`config.mk`:
```
export PLATFORM = sky130hd
export DESIGN_NAME = nand_id_geometry_decode_unit
export DESIGN_NICKNAME = d
export VERILOG_FILES = /design/src/sv/nidg_pkg.sv /design/src/sv/nidg_derive.sv /design/src/sv/nand_id_geometry_decode_unit.sv
export SDC_FILE = /design/constraint.sdc
export NUM_CORES = 1
export LEC_CHECK = 0
export ABC_AREA = 1
export BUFFER_PORTS_ARGS = -buffer_cell sky130_fd_sc_hd__buf_2
export CAP_MARGIN = 30
export CORE_MARGIN = 2
export CORE_UTILIZATION = 50
export DETAILED_ROUTE_END_ITERATION = 16
export GPL_ROUTABILITY_DRIVEN = 0
export GPL_TIMING_DRIVEN = 0
export PLACE_DENSITY_LB_ADDON = 0.25
export SLEW_MARGIN = 10
export SYNTH_ARGS = -nofsm -noshare
export SYNTH_HDL_FRONTEND = slang
export SYNTH_SLANG_ARGS = --single-unit
export TNS_END_PERCENT = 10
```
`constraint.sdc`:
```
create_clock -name clock -period 7.35 [get_ports clock]
set_input_delay 0.735 -clock clock [delete_from_list [all_inputs] [get_ports clock]]
set_output_delay 0.735 -clock clock [all_outputs]
set_load 0.03 [all_outputs]
```
`src/sv/nidg_pkg.sv`:
```
// nidg_pkg: types, lookup tables and helpers for the NAND ID geometry decoder.
// Used by nidg_derive and nand_id_geometry_decode_unit. No dependencies.
`timescale 1ns / 1ps

package nidg_pkg;

   localparam int unsigned PartCount = 13;
   localparam int unsigned DevCount  = 14;

   localparam logic [7:0] MakerEc    = 8'hEC;
   localparam logic [7:0] MakerAd    = 8'hAD;
   localparam logic [7:0] MakerFix   = 8'h01;
   localparam logic [7:0] CellMcMask = 8'h0C;
   localparam logic [2:0] CodeUndef  = 3'd7;

   // 768 KiB erase block, the only block size that is not a power of two
   localparam logic [24:0] Block768k = 25'd786432;

   localparam logic [9:0] SpareEcc23 = 10'd64;
   localparam logic [9:0] SpareEcc42 = 10'd128;
   localparam logic [10:0] EccSegBytes = 11'd1024;
   localparam logic [5:0]  EccCode23   = 6'd23;
   localparam logic [5:0]  EccCode42   = 6'd42;

   typedef enum logic [1:0] {
      DEV_GENERIC = 2'd0,  // page size comes from the extended ID byte
      DEV_SMALL   = 2'd1,  // fixed 512-byte page, 16 KiB block unless blk_fix
      DEV_LARGE   = 2'd2   // fixed 2048-byte page, 16 KiB block
   } dev_kind_type;

   // exact-match part table: maker, bytes 1..4, page/chip/block sizes as log2 values, spare in bytes
   localparam logic [7:0] PartMaker [PartCount] = '{
      8'h98, 8'hEC, 8'hEC, 8'hAD, 8'h98, 8'h98, 8'h98,
      8'hEF, 8'hF8, 8'h2C, 8'hC8, 8'h98, 8'hF8};
   localparam logic [31:0] PartId [PartCount] = '{
      32'hF18015F2, 32'hF1009540, 32'hF1009541, 32'hF1801DAD, 32'hD1901576,
      32'hF1801572, 32'hDA901576, 32'hF1809500, 32'hF1809500, 32'hDA909506,
      32'hF1801D42, 32'hDC902676, 32'hDC909546};
   localparam logic [3:0] PartPageExp [PartCount] = '{
      4'd11, 4'd11, 4'd11, 4'd11, 4'd11, 4'd11, 4'd11,
      4'd11, 4'd11, 4'd11, 4'd11, 4'd12, 4'd11};
   localparam logic [5:0] PartChipExp [PartCount] = '{
      6'd27, 6'd27, 6'd27, 6'd27, 6'd27, 6'd27, 6'd28,
      6'd27, 6'd27, 6'd28, 6'd27, 6'd29, 6'd29};
   localparam logic [4:0] PartBlkExp [PartCount] = '{
      5'd17, 5'd17, 5'd17, 5'd17, 5'd17, 5'd17, 5'd17,
      5'd17, 5'd17, 5'd17, 5'd17, 5'd18, 5'd17};
   localparam logic [9:0] PartSpare [PartCount] = '{
      10'd64, 10'd64, 10'd64, 10'd64, 10'd64, 10'd128, 10'd128,
      10'd64, 10'd64, 10'd128, 10'd128, 10'd256, 10'd128};

   // device-code table: code, chip size (log2 bytes), page/block kind
   localparam logic [7:0] DevCode [DevCount] = '{
      8'h76, 8'h79, 8'h71, 8'hF2, 8'hD0, 8'hF1, 8'hD1,
      8'hDA, 8'hDC, 8'hD3, 8'hD5, 8'hD7, 8'hDE, 8'h01};
   localparam logic [5:0] DevChipExp [DevCount] = '{
      6'd26, 6'd27, 6'd28, 6'd26, 6'd26, 6'd27, 6'd27,
      6'd28, 6'd29, 6'd30, 6'd31, 6'd32, 6'd33, 6'd27};
   localparam dev_kind_type DevKind [DevCount] = '{
      DEV_SMALL, DEV_SMALL, DEV_SMALL, DEV_GENERIC, DEV_GENERIC, DEV_GENERIC,
      DEV_GENERIC, DEV_GENERIC, DEV_GENERIC, DEV_GENERIC, DEV_GENERIC,
      DEV_GENERIC, DEV_GENERIC, DEV_LARGE};

   // spare bytes by 3-bit spare code of the six-byte extended IDs
   localparam logic [9:0] SpareEc [8] = '{
      10'd640, 10'd128, 10'd218, 10'd400, 10'd436, 10'd640, 10'd640, 10'd640};
   localparam logic [9:0] SpareAd [8] = '{
      10'd128, 10'd224, 10'd448, 10'd64, 10'd32, 10'd16, 10'd640, 10'd0};

   // stage 1 -> stage 2: table lookups and ID checks
   typedef struct packed {
      logic       part_hit;
      logic [3:0] part_idx;
      logic       dev_hit;
      logic [3:0] dev_idx;
      logic       six_byte;
      logic       maker_ec;
      logic       maker_ad;
      logic       blk_fix;
      logic [7:0] ext;
   } lookup_type;

   // stage 2 -> stage 3: geometry as exponents
   typedef struct packed {
      logic       ok;
      logic [3:0] page_exp;
      logic [4:0] blk_exp;
      logic       blk_768;
      logic [5:0] chip_exp;
      logic [9:0] spare;
   } geom_type;

   typedef struct packed {
      logic        supported;
      logic [14:0] page_bytes;
      logic [9:0]  spare_bytes;
      logic [24:0] block_bytes;
      logic [33:0] chip_bytes;
      logic [2:0]  column_cycles;
      logic [2:0]  row_cycles;
      logic [14:0] pages_per_block;
      logic [17:0] block_count;
      logic [10:0] ecc_segment_bytes;
      logic [5:0]  ecc_code_bytes;
   } result_type;

   // floor(chip / 768 KiB) for chip = 2**chip_exp
   function automatic logic [17:0] blocks_768k(input logic [5:0] chip_exp);
      logic [17:0] n;
      begin
         case (chip_exp)
            6'd26:   n = 18'd85;
            6'd27:   n = 18'd170;
            6'd28:   n = 18'd341;
            6'd29:   n = 18'd682;
            6'd30:   n = 18'd1365;
            6'd31:   n = 18'd2730;
            6'd32:   n = 18'd5461;
            6'd33:   n = 18'd10922;
            default: n = '0;
         endcase
         return n;
      end
   endfunction

endpackage

```
`src/sv/nidg_derive.sv`:
```
// nidg_derive: expands the exponent-form geometry into byte counts, address
// cycles, block counts and ECC sizes. Combinational. Depends on nidg_pkg.
`timescale 1ns / 1ps

module nidg_derive import nidg_pkg::*; (
   input  geom_type   geom,
   output result_type res
);

   logic [5:0] row_span;
   logic [4:0] ppb_shift;
   logic [5:0] cnt_shift;

   assign row_span  = geom.chip_exp - {2'b00, geom.page_exp};
   assign ppb_shift = geom.blk_768 ? (5'd18 - {1'b0, geom.page_exp})
                                   : (geom.blk_exp - {1'b0, geom.page_exp});
   assign cnt_shift = geom.chip_exp - {1'b0, geom.blk_exp};

   always_comb begin
      res = '0;
      if (geom.ok) begin
         res.supported   = 1'b1;
         res.page_bytes  = 15'd1 << geom.page_exp;
         res.spare_bytes = geom.spare;
         res.block_bytes = geom.blk_768 ? Block768k : (25'd1 << geom.blk_exp);
         res.chip_bytes  = 34'd1 << geom.chip_exp;
         // 512-byte pages use one column cycle
         res.column_cycles = (geom.page_exp == 4'd9) ? 3'd1
                                                     : 3'((geom.page_exp >> 3) + 4'd1);
         // bytes needed for (pages - 1) = 2**row_span - 1
         res.row_cycles = 3'((row_span + 6'd7) >> 3);
         res.pages_per_block = geom.blk_768 ? (15'd3 << ppb_shift) : (15'd1 << ppb_shift);
         res.block_count = geom.blk_768 ? blocks_768k(geom.chip_exp)
                                        : (18'd1 << cnt_shift);
         if (geom.spare == SpareEcc23) begin
            res.ecc_segment_bytes = EccSegBytes;
            res.ecc_code_bytes    = EccCode23;
         end else if (geom.spare >= SpareEcc42) begin
            res.ecc_segment_bytes = EccSegBytes;
            res.ecc_code_bytes    = EccCode42;
         end
      end
   end

endmodule

```
`src/sv/nand_id_geometry_decode_unit.sv`:
```
// nand_id_geometry_decode_unit: NAND READ ID to geometry decoder, top level.
// Depends on nidg_pkg and nidg_derive.
`timescale 1ns / 1ps
//
//  Channel | Direction | Ports                         | Transaction
//  --------+-----------+-------------------------------+--------------------------
//  req     | in        | req_tvalid/tready/tdata[63:0] | eight READ ID bytes
//  rsp     | out       | rsp_tvalid/tready/tdata[143:0]| decoded geometry
//          |           | rsp_tuser[0]                  | supported flag
//
//  Three register stages: a request passes stage 1, stage 2 and stage 3 before
//  rsp_tvalid rises; one transaction per cycle sustained while rsp_tready is high.
//  Stages: table/ID compares, geometry decode into exponents, expansion into
//  byte counts and derived fields (registered output).
//  Each stage holds while the one after it is full and stalled; bubbles close up,
//  so req_tready stays high while any stage is empty.
//  reset (synchronous, active high) clears the stage valid bits only.

module nand_id_geometry_decode_unit import nidg_pkg::*; (
   input  logic         clock,
   input  logic         reset,
   input  logic         req_tvalid,
   output logic         req_tready,
   // [7:0] maker_code, [15:8] device_code, [23:16] cell_info, [31:24] ext_info,
   // [39:32] id_byte_four, [47:40] id_byte_five, [55:48] id_byte_six,
   // [63:56] id_byte_seven
   input  logic [63:0]  req_tdata,
   output logic         rsp_tvalid,
   input  logic         rsp_tready,
   // [14:0] page_bytes, [24:15] spare_bytes, [49:25] block_bytes,
   // [83:50] chip_bytes, [86:84] column_cycles, [89:87] row_cycles,
   // [104:90] pages_per_block, [122:105] block_count,
   // [133:123] ecc_segment_bytes, [139:134] ecc_code_bytes, [143:140] zero
   output logic [143:0] rsp_tdata,
   // [0] supported
   output logic [0:0]   rsp_tuser
);

   logic [7:0] maker_code, device_code, cell_info, ext_info;
   logic [7:0] id_byte_four, id_byte_five, id_byte_six, id_byte_seven;
   logic [31:0] id_word;

   assign maker_code    = req_tdata[7:0];
   assign device_code   = req_tdata[15:8];
   assign cell_info     = req_tdata[23:16];
   assign ext_info      = req_tdata[31:24];
   assign id_byte_four  = req_tdata[39:32];
   assign id_byte_five  = req_tdata[47:40];
   assign id_byte_six   = req_tdata[55:48];
   assign id_byte_seven = req_tdata[63:56];
   assign id_word = {device_code, cell_info, ext_info, id_byte_four};

   // ---------------- stage control ----------------
   logic v1_ff, v2_ff, v3_ff;
   logic adv1, adv2, adv3;

   assign adv3 = !v3_ff || rsp_tready;
   assign adv2 = !v2_ff || adv3;
   assign adv1 = !v1_ff || adv2;
   assign req_tready = adv1;

   always_ff @(posedge clock) begin
      if (reset) begin
         v1_ff <= 1'b0;
         v2_ff <= 1'b0;
         v3_ff <= 1'b0;
      end else begin
         if (adv1) v1_ff <= req_tvalid;
         if (adv2) v2_ff <= v1_ff;
         if (adv3) v3_ff <= v2_ff;
      end
   end

   // ---------------- stage 1: lookups ----------------
   lookup_type s1_in, s1_ff;

   always_comb begin
      s1_in = '0;
      // first match wins, so scan from the end and let earlier entries overwrite
      for (int i = PartCount - 1; i >= 0; i--) begin
         if (maker_code == PartMaker[i] && id_word == PartId[i]) begin
            s1_in.part_hit = 1'b1;
            s1_in.part_idx = 4'(i);
         end
      end
      for (int i = DevCount - 1; i >= 0; i--) begin
         if (device_code == DevCode[i]) begin
            s1_in.dev_hit = 1'b1;
            s1_in.dev_idx = 4'(i);
         end
      end
      // six-byte ID: wraparound bytes repeat the first two, multichip bits set, byte five nonzero
      s1_in.six_byte = (maker_code == id_byte_six) && (device_code == id_byte_seven) &&
                       ((cell_info & CellMcMask) != 8'd0) && (id_byte_five != 8'd0);
      s1_in.maker_ec = (maker_code == MakerEc);
      s1_in.maker_ad = (maker_code == MakerAd);
      // legacy block-size fix of maker 0x01: bytes 5 to 7 zero with byte 4 set
      s1_in.blk_fix  = (maker_code == MakerFix) && (id_byte_four != 8'd0) &&
                       (id_byte_five == 8'd0) && (id_byte_six == 8'd0) &&
                       (id_byte_seven == 8'd0);
      s1_in.ext      = ext_info;
   end

   always_ff @(posedge clock) begin
      if (adv1) s1_ff <= s1_in;
   end

   // ---------------- stage 2: geometry decode ----------------
   geom_type s2_in, s2_ff;
   logic [2:0] spare_code, blk_code;
   dev_kind_type dev_kind;

   assign spare_code = {s1_ff.ext[6], s1_ff.ext[3:2]};
   assign blk_code   = {s1_ff.ext[7], s1_ff.ext[5:4]};
   assign dev_kind   = DevKind[s1_ff.dev_idx];

   always_comb begin
      s2_in = '0;
      if (s1_ff.part_hit) begin
         s2_in.ok       = 1'b1;
         s2_in.page_exp = PartPageExp[s1_ff.part_idx];
         s2_in.chip_exp = PartChipExp[s1_ff.part_idx];
         s2_in.blk_exp  = PartBlkExp[s1_ff.part_idx];
         s2_in.spare    = PartSpare[s1_ff.part_idx];
      end else if (s1_ff.dev_hit) begin
         s2_in.ok       = 1'b1;
         s2_in.chip_exp = DevChipExp[s1_ff.dev_idx];
         case (dev_kind)
            DEV_GENERIC: begin
               if (s1_ff.six_byte && s1_ff.maker_ec) begin
                  s2_in.page_exp = 4'd11 + {2'b00, s1_ff.ext[1:0]};
                  s2_in.spare    = SpareEc[spare_code];
                  s2_in.blk_exp  = 5'd17 + {2'b00, blk_code};
               end else if (s1_ff.six_byte && s1_ff.maker_ad) begin
                  if (spare_code == CodeUndef || blk_code == CodeUndef) begin
                     s2_in = '0;
                  end else begin
                     s2_in.page_exp = 4'd11 + {2'b00, s1_ff.ext[1:0]};
                     s2_in.spare    = SpareAd[spare_code];
                     case (blk_code)
                        3'd0, 3'd1, 3'd2: s2_in.blk_exp = 5'd17 + {2'b00, blk_code};
                        3'd3:             s2_in.blk_768 = 1'b1;
                        default:          s2_in.blk_exp = 5'd16 + {2'b00, blk_code};
                     endcase
                  end
               end else begin
                  s2_in.page_exp = 4'd10 + {2'b00, s1_ff.ext[1:0]};
                  // (8 or 16) * page / 512
                  s2_in.spare    = 10'd1 << ({2'b00, s1_ff.ext[1:0]} +
                                             {3'b000, s1_ff.ext[2]} + 4'd4);
                  s2_in.blk_exp  = 5'd16 + {3'b000, s1_ff.ext[5:4]};
               end
            end
            DEV_SMALL: begin
               s2_in.page_exp = 4'd9;
               s2_in.spare    = 10'd16;
               s2_in.blk_exp  = s1_ff.blk_fix ? (5'd17 + {2'b00, s1_ff.ext[1:0], 1'b0})
                                              : 5'd14;
            end
            DEV_LARGE: begin
               s2_in.page_exp = 4'd11;
               s2_in.spare    = 10'd64;
               s2_in.blk_exp  = 5'd14;
            end
            default: s2_in = '0;
         endcase
      end
   end

   always_ff @(posedge clock) begin
      if (adv2) s2_ff <= s2_in;
   end

   // ---------------- stage 3: derived fields ----------------
   result_type s3_in, s3_ff;

   nidg_derive u_derive (
      .geom (s2_ff),
      .res  (s3_in)
   );

   always_ff @(posedge clock) begin
      if (adv3) s3_ff <= s3_in;
   end

   assign rsp_tvalid   = v3_ff;
   assign rsp_tuser[0] = s3_ff.supported;
   assign rsp_tdata = {4'b0000,
                       s3_ff.ecc_code_bytes,
                       s3_ff.ecc_segment_bytes,
                       s3_ff.block_count,
                       s3_ff.pages_per_block,
                       s3_ff.row_cycles,
                       s3_ff.column_cycles,
                       s3_ff.chip_bytes,
                       s3_ff.block_bytes,
                       s3_ff.spare_bytes,
                       s3_ff.page_bytes};

   // ---------------- assertions ----------------
   // an unsupported ID carries an all-zero geometry
   assert property (@(posedge clock) disable iff (reset)
      rsp_tvalid && !rsp_tuser[0] |-> rsp_tdata == '0)
      else $error("unsupported result with nonzero geometry");

   // page and chip sizes of a decoded part are single powers of two
   assert property (@(posedge clock) disable iff (reset)
      rsp_tvalid && rsp_tuser[0] |-> $onehot(rsp_tdata[14:0]) && $onehot(rsp_tdata[83:50]))
      else $error("page or chip size not a power of two");

   // ECC segment and code sizes are both set or both clear
   assert property (@(posedge clock) disable iff (reset)
      rsp_tvalid |-> ((rsp_tdata[133:123] == '0) == (rsp_tdata[139:134] == '0)))
      else $error("inconsistent ECC sizes");

   // into an empty pipe, a transaction passes the three register stages to the output
   assert property (@(posedge clock) disable iff (reset)
      req_tvalid && req_tready && !v1_ff && !v2_ff && !v3_ff |-> ##3 rsp_tvalid)
      else $error("pipeline latency mismatch");

endmodule
```
Word-level counts from Yosys, hierarchy flattened --
Memories as Yosys holds them, arrays and structs flattened. Cells that the tools add are included.
Word-level totals: bits in registers 193, bits in read-only memories 688, input bits 68, output and inout port bits 147, memories kept 8
Memory list:
- (no name shown) | depth 16, bits a word 10, rd ports 1, clocked after Yosys merged registers in 0, wr ports 0, line nand_id_geometry_decode_unit.sv:124 | s2_in.spare = PartSpare[s1_ff.part_idx];
- (no name shown) | depth 16, bits a word 6, rd ports 1, clocked after Yosys merged registers in 0, wr ports 0, line nand_id_geometry_decode_unit.sv:127 | s2_in.chip_exp = DevChipExp[s1_ff.dev_idx];
- (no name shown) | depth 16, bits a word 6, rd ports 1, clocked after Yosys merged registers in 0, wr ports 0, line nand_id_geometry_decode_unit.sv:122 | s2_in.chip_exp = PartChipExp[s1_ff.part_idx];
- (no name shown) | depth 8, bits a word 10, rd ports 1, clocked after Yosys merged registers in 0, wr ports 0, line nand_id_geometry_decode_unit.sv:139 | s2_in.spare = SpareAd[spare_code];
- (no name shown) | depth 8, bits a word 10, rd ports 1, clocked after Yosys merged registers in 0, wr ports 0, line nand_id_geometry_decode_unit.sv:132 | s2_in.spare = SpareEc[spare_code];
- (no name shown) | depth 16, bits a word 5, rd ports 1, clocked after Yosys merged registers in 0, wr ports 0, line nand_id_geometry_decode_unit.sv:123 | s2_in.blk_exp = PartBlkExp[s1_ff.part_idx];
- +2 memories
Cells by class: add/sub/neg operators 14, $lt $le $gt $ge 4, eq/ne operators 53, shifts and indexed selects 7, mux-type cells 72, bitwise gates (word level) 5, reductions and logical operators 51
Operators with widths (number):
- 32-bit == test (second input constant) | 12
- 141-bit 2-to-1 mux | 1
- 8-bit == test (second input constant) | 16
- 14-bit case mux with 8 select lines | 1
- 10-bit 2-to-1 mux | 10
- 4-bit 2-to-1 mux | 11
- 6-bit by 5-bit == test with 1-bit output (second input constant) | 6
- 17-bit 2-to-1 mux | 2
- 1-bit by 6-bit << shifter with 34-bit output (first input constant) | 1
- 5-bit 2-to-1 mux | 6
- 6-bit 2-to-1 mux | 5
- 10-bit case mux with 3 select lines | 1
- 27-bit 2-to-1 mux | 1
- 3-bit 2-to-1 mux | 9
- 9-bit 2-to-1 mux | 3
- 9-bit case mux with 3 select lines | 1
- 25-bit 2-to-1 mux | 1
- 1-bit by 5-bit << shifter with 25-bit output (first input constant) | 1
- 8-bit by 7-bit == test with 1-bit output (second input constant) | 3
- 8-bit logical NOT | 3
- 8-bit nonzero test | 3
- 1-bit logical AND | 22
- 18-bit 2-to-1 mux | 1
- 1-bit by 6-bit << shifter with 18-bit output (first input constant) | 1
- other kinds (50) | 85

Logic depth before layout (Yosys ltp) --
word-level depth 14, gate-level depth with buffers 14

Hierarchy --
From an unflattened synthesis, not the netlist that was laid out.
Unflattened totals: cells, all modules 1135, area, all modules 10391.2 µm²
Modules (own cells, without submodules):
- nand_id_geometry_decode_unit | instances 1, cells an instance 671, area an instance 8104.0 µm², seq. area each 5705.5 µm²
- nidg_derive | instances 1, cells an instance 464, area an instance 2287.2 µm², seq. area each 0.0 µm²

Worst setup path before layout --
No wires, ideal clock.
kind input port to output port, from in rsp_tready, to out req_tready, arrival 4.450 ns, slack 2.165 ns, stages on the path 4, buffers on the path 0, cells stage by stage inv_1 -> nand2_1 -> nor2_1 -> nand2_1
Between the ends: word-level cells in the longest chain between the ends 3
Ends and longest elaborated chain:
- start: declaration | line nand_id_geometry_decode_unit.sv:29 | input logic rsp_tready,
- 1-bit logical OR | line nand_id_geometry_decode_unit.sv:57 | assign adv3 = !v3_ff || rsp_tready;
- named net adv3 | line nand_id_geometry_decode_unit.sv:55 | logic adv1, adv2, adv3;
- 1-bit logical OR | line nand_id_geometry_decode_unit.sv:58 | assign adv2 = !v2_ff || adv3;
- 1-bit logical OR | line nand_id_geometry_decode_unit.sv:59 | assign adv1 = !v1_ff || adv2;
- end: declaration | line nand_id_geometry_decode_unit.sv:23 | output logic req_tready,
The timed path passes the listed nets, and every way through them passes these cells.

Final worst setup path --
from reg s2_ff[16] (netlist bit), to reg s3_ff, in the netlist rsp_tdata[93], data pin
Between the ends: word-level cells in the longest chain between the ends 3, elaborated cells between the ends (all ways) 4, those cells by class shift: 2; mux: 2
Ends and longest elaborated chain:
- start: declaration | line nand_id_geometry_decode_unit.sv:109 | geom_type s2_in, s2_ff;
- start signal: assignment | line nand_id_geometry_decode_unit.sv:171 | if (adv2) s2_ff <= s2_in;
- 5-bit 2-to-1 mux | line nidg_derive.sv:15 | assign ppb_shift = geom.blk_768 ? (5'd18 - {1'b0, geom.page_exp})
- 2-bit by 5-bit << shifter with 15-bit output or 1-bit by 5-bit << shifter with 15-bit output (tied branches) | line nidg_derive.sv:32 | res.pages_per_block = geom.blk_768 ? (15'd3 << ppb_shift) : (15'd1 << ppb_shift);
- 15-bit 2-to-1 mux * | line nidg_derive.sv:32
- end signal: assignment | line nand_id_geometry_decode_unit.sv:183 | if (adv3) s3_ff <= s3_in;
- end: declaration | line nand_id_geometry_decode_unit.sv:175 | result_type s3_in, s3_ff;
Every way passes the cells marked *; elsewhere a longest branch is shown, timed or not. A chain may end at the register's enable or synchronous reset.

==> results.json <==
{
  "design.core.area_um2": 18800,
  "drc": 0,
  "synth_ff_type": "edfxtp_1",
  "end_kind": "flip-flop",
  "die_h_um": 143,
  "finalClockSkew_ns": 0.00834,
  "syn_area_per_cell_um2": 9.25,
  "finalSetupTns_ns": 0,
  "hpwl_mm": 16.5,
  "post-route-period-util": 0.371,
  "combPwrFrac": 0.125,
  "switching_power_mw": 0.568,
  "wire_per_inst_um": 13.8,
  "clkSinkCount": 176,
  "yosysSeqAreaShare": 0.547,
  "critical_path.startpoint": "s2_ff[16]$_SDFFCE_PP0P_",
  "initial_utilization": 0.512,
  "postRouteAntennaNets": 0,
  "seq_area_um2": 5260,
  "ys_warn_count": 0,
  "fill_cells": 1559,
  "p_clk_frac": 0.374,
  "grt_overflow": 0,
  "cap_violations": 0,
  "yosysMostFrequentCell": "nor2_1",
  "clk_latency_ns": 0.43,
  "p_int_mw": 1.70,
  "multi_input_area_um2": 3630,
  "antenna_cells": 0,
  "io_pins": 215,
  "area_delta_synth_final_pct": 21.2,
  "status": "finished, final reports clean",
  "p_per_area_nw_per_um2": 195,
  "rsz0062_at_grt": "false",
  "cts_buffers": 17,
  "ctsHoldBuffers": 0,
  "rr_worst_depth": 9,
  "cts_tree": "built",
  "die_w_um": 143,
  "nets": 1388,
  "dieArea_um2": 20300,
  "tightestPinTransition_ns": 0.701,
  "worstSetupStartpointType": "flip-flop",
  "cp.arrival_ns": 2.91,
  "cts_root_buffer": "clkbuf_16",
  "clk_pin_slew_worst_paths_ns": 0.06,
  "finalCriticalPeriod_ns": 2.72,
  "syn-cell-area_um2": 9600,
  "crit_path_end": "rsp_tdata[93]$_SDFFCE_PP0P_",
  "synth_area_leader_cell": "edfxtp_1",
  "hold_violations": 0,
  "synth-async-reset-ratio": 0,
  "grt_usage": 0.210,
  "syn_inst": 1038,
  "rows": 50,
  "fmax_mhz": 367,
  "r2r-end": "rsp_tdata[93]$_SDFFCE_PP0P_",
  "power_frac_seq": 0.500,
  "avgViaCountPerCell": 5.16,
  "first_pass_iters": 5,
  "ff2ff_setup_slack_ns": 4.63,
  "postCtsSetupRepairBufs": 0,
  "r2r_start": "s2_ff[16]$_SDFFCE_PP0P_",
  "drt_wl_total_mm": 21.2,
  "synth_area_leaders": "edfxtp_1 54%, nor2_1 6.8%, nand2_1 6.4%",
  "synth_cell_types": 56,
  "first_iter_violations": 557,
  "clockBufferDepth": 2,
  "drive_above_1_share": 0.229,
  "worstSetupPathType": "flip-flop to flip-flop",
  "ys_ff_latch": 176,
  "num_vias": 7877,
  "hold_path_class": "flip-flop to flip-flop",
  "cts_resized": 0,
  "grt_pass1_vias": 7377,
  "swShare": 0.250,
  "synth_top_area_frac": 0.541,
  "finish.utilization": 0.620,
  "ir_drop_uv": 154,
  "antenna_found_initial": 0,
  "cp.required_ns": 7.54,
  "cp_max_fo": 8,
  "finalSetupViolCount": 0,
  "port_buffers": 199,
  "grt_pass1_wl_mm": 33.8,
  "h-tree-depth": 4,
  "slew_headroom": 0.532,
  "slew_violations": 0,
  "synth_enable_flop_cells": 173,
  "power_leakage_nw": 5.56,
  "grt_max_degree": 64,
  "ys_top_cells_by_count": "175 x nor2_1, 173 x edfxtp_1, 164 x nand2_1"
}
## power groups by stage
stage	combinational (mW)	clock, mW	sequential [mW]
final	0.285	0.850	1.14
after global routing	0.313	0.899	1.14
after CTS	0.282	0.858	1.14
after detailed placement	0.281	0	1.16
after global placement	0.273	0	1.16
after floorplan	0.155	0	1.20
## cell families (layout without fill, tap and decap cells)
family | count (synthesis) | in the layout | share of synthesized area
flip-flops | 176 | 176 | 0.547
adder cells (fa/ha/maj) | 37 | 37 | 0.0506
AO/OA/AOI/OAI | 105 | 105 | 0.0633
buffers and inverters | 190 | 423 | 0.0838
other | 1 | 24 | 0.000391
AND/OR/NAND/NOR | 521 | 521 | 0.246
XOR/XNOR | 8 | 8 | 0.00808
## registers in the layout, indices dropped and copies added (netlist names)
register / count
rsp_tuser: 1
v2_ff: 1
v1_ff: 1
s1_ff: 19
blk_code: 3
s2_ff: 25
rsp_tdata: 125
rsp_tvalid: 1
## cell usage in the layout, fill, tap and decap left out, drive strengths merged
cell      count
inv         156
edfxtp      173
conb         24
nand3        61
buf         227
a22oi         1
clkbuf       27
dfxtp         3
o32ai         1
bufinv        2
o31a          1
clkinvlp      2
a311oi        1
nand2       176
o22ai         5
a21boi        2
nor3         40
or2           5
o31ai         2
nor2        184
a221oi        1
a22o          1
a31oi         4
xor2          6
and3          1
nand3b        2
fa            3
nor3b         1
nor4         18
nand4        31
o21a          2
xnor2         2
o221ai        2
ha           34
clkinv        9
o211ai        2
o21ai        45
or3           1
a21oi        35
and2          1
## through the flow
| stage | total power, mW | setup WS, ns | std cells | hold WS (ns) | area, um^2 |
|---|---|---|---|---|---|
| after global routing | 2.35 | 4.41 | 1528 | 0.493 | 11600 |
| after detailed placement | 1.44 | 4.37 | 1496 | 0.444 | 11000 |
| final | 2.27 | 4.63 | 1528 | 0.451 | 11600 |
| after CTS | 2.28 | 4.37 | 1526 | 0.452 | 11600 |
| after floorplan | 1.36 | 2.17 | 1061 | 0.424 | 9690 |
| after global placement | 1.43 | 0.819 | 1494 | 0.432 | 11000 |
## critical path, stage by stage, from the launching register on
cell	delay, ns
edfxtp_1	0.37
buf_6	0.16
inv_1	0.23
nand2_1	0.09
ha_1	0.23
fa_1	0.41
xnor2_1	0.54
inv_1	0.20
nand2_1	0.19
nor2_1	0.06
## layer usage
layer / GRT usage / up-vias / part of all wire / wire, um
met2: 0.376 / 313 / 0.50 / 10600
met1: 0.249 / 3560 / 0.41 / 8680
met4: 0.101 / 0 / 0.034 / 721
met5: 0 / - / 0 / 0
met3: 0.0306 / 49 / 0.055 / 1170
li1: - / 3955 / - / -
## final cells by class
class | instances | share of cell area
clock inverters | 11 | 0.0102
well taps | 234 | 0.0252
plain buffers | 32 | 0.0180
multi-input cells | 695 | 0.312
repair buffers | 203 | 0.0940
inverters | 158 | 0.0512
flip-flops and latches | 176 | 0.452
clock buffers | 19 | 0.0372
## worst min path at each step
stage	start	end	depth (start not counted)
final	v1_ff$_SDFFE_PP0P_	v2_ff$_SDFFE_PP0P_	2
after global routing	reset	rsp_tvalid$_SDFFE_PP0P_	2
after CTS	v1_ff$_SDFFE_PP0P_	v2_ff$_SDFFE_PP0P_	2
after detailed placement	v1_ff$_SDFFE_PP0P_	v2_ff$_SDFFE_PP0P_	2
after global placement	v1_ff$_SDFFE_PP0P_	v2_ff$_SDFFE_PP0P_	2
after floorplan	v1_ff$_SDFFE_PP0P_	v2_ff$_SDFFE_PP0P_	2
No activity file was read; power rests on OpenSTA's default activity.
